===== src/hw/rtl/weighted_union_find_macros.svh =====
// ----------------------------------------------------------------------------
// weighted_union_find_macros.svh
// Assertion macros for the weighted union-find engine. They expand to
// nothing when SYNTHESIS is defined.
// ----------------------------------------------------------------------------
`ifndef WEIGHTED_UNION_FIND_MACROS_SVH
`define WEIGHTED_UNION_FIND_MACROS_SVH

`ifndef SYNTHESIS
// Same-cycle implication, disabled while in reset
`define WUF_ASSERT_IMP(lbl, clk, rst_n, ante, cons) \
  lbl: assert property (@(posedge clk) disable iff (!rst_n) (ante) |-> (cons)) \
    else $error("weighted_union_find: same-cycle check failed");
// Next-cycle implication, disabled while in reset
`define WUF_ASSERT_NEXT(lbl, clk, rst_n, ante, cons) \
  lbl: assert property (@(posedge clk) disable iff (!rst_n) (ante) |=> (cons)) \
    else $error("weighted_union_find: next-cycle check failed");
`else
`define WUF_ASSERT_IMP(lbl, clk, rst_n, ante, cons)
`define WUF_ASSERT_NEXT(lbl, clk, rst_n, ante, cons)
`endif

`endif


===== src/hw/rtl/wuf_pkg.sv =====
// ----------------------------------------------------------------------------
// wuf_pkg
// Shared constants and types of the weighted union-find engine.
// ----------------------------------------------------------------------------
package wuf_pkg;

  // Default number of elements in the forest
  localparam int unsigned ELEMENT_COUNT_DEF = 1024;

  // Width of one element index field on the input stream
  localparam int unsigned FIELD_W = 10;

  // Stream data widths (fields padded to whole bytes)
  localparam int unsigned IN_TDATA_W  = 24;
  localparam int unsigned OUT_TDATA_W = 8;

  // Operation codes carried in tuser
  localparam logic OP_CONNECT = 1'b0;
  localparam logic OP_FIND    = 1'b1;

  // Result of the shared compare unit
  typedef struct packed {
    logic eq;  // operands equal
    logic lt;  // first operand below second
  } cmp_res_t;

endpackage


===== src/hw/rtl/wuf_cmp.sv =====
// ----------------------------------------------------------------------------
// wuf_cmp
// Shared compare unit: equality and unsigned less-than of two operands.
// Used for parent/node checks, root match and size ordering in turn.
// ----------------------------------------------------------------------------
module wuf_cmp #(
  parameter int unsigned WIDTH = 11
) (
  input  logic [WIDTH-1:0]       op_a_i,
  input  logic [WIDTH-1:0]       op_b_i,
  output wuf_pkg::cmp_res_t      res_o
);

  // Compare both ways at once
  always_comb begin
    res_o.eq = (op_a_i == op_b_i);
    res_o.lt = (op_a_i < op_b_i);
  end

endmodule


===== config.mk =====
export PLATFORM = sky130hd
export DESIGN_NAME = wuf_cmp
export DESIGN_NICKNAME = d
export VERILOG_FILES = /design/src/hw/rtl/weighted_union_find_macros.svh /design/src/hw/rtl/wuf_pkg.sv /design/src/hw/rtl/wuf_cmp.sv
export SDC_FILE = /design/constraint.sdc
export NUM_CORES = 1
export LEC_CHECK = 0
export ABC_CLOCK_PERIOD_IN_PS = 1150
export BUFFER_PORTS_ARGS = -buffer_cell sky130_fd_sc_hd__buf_4
export CAP_MARGIN = 20
export CORE_AREA = 2 2 39 41
export DETAILED_ROUTE_END_ITERATION = 16
export DIE_AREA = 0 0 41 43
export GPL_ROUTABILITY_DRIVEN = 0
export PLACE_DENSITY_LB_ADDON = 0.05
export SLEW_MARGIN = 40
export SYNTH_ARGS = -nofsm -noshare
export SYNTH_HDL_FRONTEND = slang
export SYNTH_SLANG_ARGS = --single-unit

===== constraint.sdc =====
create_clock -name vclk -period 1.15
set_input_delay 0.0575 -clock vclk [all_inputs]
set_output_delay 0.0575 -clock vclk [all_outputs]
set_load 0.05 [all_outputs]

* Word-level counts from Yosys, hierarchy flattened *
Cells that the tools add are included.

word-level totals
  register bits = 0
  input port bits = 22
  output and inout bits = 2
  logic and storage cells = 2

operators by class
  $lt $le $gt $ge = 1
  eq/ne operators = 1

operators with widths
  kind                         count
  == test 11 bit               1
  less-than comparator 11 bit  1

* Logic depth before layout (Yosys ltp) *
  word-level depth = 1
  mapped depth = 6

* Worst setup path before layout *
No wires, ideal clock.

  path kind = input to output
  start = in op_b_i[10]
  end = out res_o[1] in the netlist's numbering
  arrival time = 1.591 ns
  slack = -0.499 ns
  cell stages on the path = 4
  path buffers = 0
  path through = inv_1 -> ha_1 -> nand4_1 -> nor3_1

RTL lines
  item                RTL line       text
  start: declaration  wuf_cmp.sv:10  input logic [WIDTH-1:0] op_b_i,
  end: declaration    wuf_cmp.sv:11  output wuf_pkg::cmp_res_t res_o

==> results.md <==
* Status: finished with violations
* Seq/Total Area, Yosys at 0%
* Post-Layout Cell Count at 81
* Final setup viols at 1
* Initial Utilization at 19.6%
* Max_cap viols at 0
* WHS at roughly 0.63 ns
* DRT Wirelength at approximately 780 um
* GRT Residual Overflow at 0
* Setup Crit Path Kind: primary input to primary output
* Syn. warnings at 0
* Setup_tns at -0.0415 ns
* Failing checks: negative setup slack
* Via count at 349
* Synth area leaders: ha_1, inv_1, a21o_1
* Period utilization at 104%
* Cell area after synthesis at approximately 270 um2
* Leak at roughly 0.32 nW
* Max Fanout on Critical Path at 2
* Chip width at between 40 and 50 um
* N_diodes at 0
* Post-route ant nets at 0
* Sequential standard cell area at 0 um2
* Initial antenna violation count at 0
* Largest net degree at the start of global routing at 4
* Seq_cells at 0
* # port buffers at 24
* DR DRC count at 0
* Core area at 1380 um2
* Nets@finish at 100
* DR WL/cell at 9.67 um
* Die area at between 1500 and 2000 um2
* # IOs at 24
* DP Cell Count at between 80 and 90
* Standard-cell rows at 14
* Detailed Place HPWL at approximately 580 um
* CTS Hold Buffers Added at 0
* Fmax at 839 MHz
* Syn Inst Count at 37
* Initial DRC count at 1
* Area after DPL at 508 um2
* Pwr/cell area at 387 nW/um2
* Worst slew margin at 89.5%
* Layout cell share with drive strength beyond 1 at 72.3%
* Top cells by count, synth: ha_1, inv_1
* Hold path depth at 5
* Top-area cell type share of the netlist area at 50.7%
* Gr usage total at 10.6%
* Maximum vdd drop at 0.179 mV
* Vias in the first global route at ~340
* DRT Pass-1 Iters at 2
* Worst EP arrival at 1.13 ns
* Final Core Density at 45.5%
* Syn avg cell area at 7.34 um2
* Hold Vio Cnt, Final at 0
* Final worst setup slack at -0.0415 ns
* Total Power at 0.244 mW
* Pre-CTS setup slack at -0.180 ns
* Syn_nets at 70
* First-pass GRT wire length at ~1300 um
* CP required at 1.09 ns
* Post-CTS setup buffer count at 0
* Cell taking the most area after synthesis: ha_1
* Area Growth Syn to Fin at 132%
* Final min period at between 1 and 1.5 ns
* Layout clock buffer count at 0
* Via-to-Cell Ratio at 4.31
* Worst hold path type: primary input to primary output
* Slew Viols, Final at 0
* Design area at 629 um2
* RSZ-0062 raised after global routing: yes
* Library cells used by synthesis at 13
* Startpoint types: primary input
* Slew @ Worst Pin at roughly 0.16 ns
* Type of destination of the critical path: primary output
* Die height at 43 um
==> placed cells by master (no fill, tap or decap) <==
cell / count
ha_1: 5
inv_2: 5
ha_4: 6
a21o_1: 2
buf_6: 5
buf_4: 22
inv_4: 1
a211oi_2: 1
nor3_2: 2
nand3b_1: 1
o21ai_1: 1
nor2_1: 1
inv_1: 5
nand4_1: 2
o21a_2: 1
a21oi_2: 3
buf_8: 1
nand3_1: 1
==> layer usage <==
layer	track usage, %	share of wire [%]	vias up
li1	-	-	184
met5	0	0	-
met1	11.4	36	157
met4	0	0	0
met2	21.9	61	8
met3	0	3.1	0
==> power breakdown <==
| part | switching (mW) | leakage [nW] | internal, mW | total [mW] |
|---|---|---|---|---|
| Combinational | 0.0984 | 0.316 | 0.145 | 0.244 |
| Sequential | 0 | 0 | 0 | 0 |
| Clock | 0 | 0 | 0 | 0 |
==> critical path, cell delays in order <==
cell and delay (ns):
buf_4 0.11, inv_2 0.06, ha_4 0.20, a21o_1 0.15
a21o_1 0.16, a21oi_2 0.11, o21a_2 0.15, buf_8 0.14
==> final cells by class <==
cell class	count	area, um2
fill	146	754
multi-input combinational	26	329
timing repair buffer	28	236
inverter	11	43.8
tap	16	20.0
==> logic make-up (layout without fill, tap and decap cells) <==
logic type	Yosys count	after routing	share of synthesized area, %
AOI/OAI and AO/OA	8	8	19.8
adders and majority gates	11	11	50.7
buffers and inverters	11	39	15.2
and+or+nand+nor	7	7	14.3
==> timing repair <==
action                                 CTS  global route
setup endpoints to repair                2             2
pin swaps                                9             3
endpoints found under the hold margin    0             0
gates resized for setup                 25             0
==> path summary, 6_finish.rpt <==
check        from  endpoint
max     op_b_i[8]  res_o[0]
min    op_a_i[10]  res_o[0]
No activity file was read; power rests on OpenSTA's default activity.
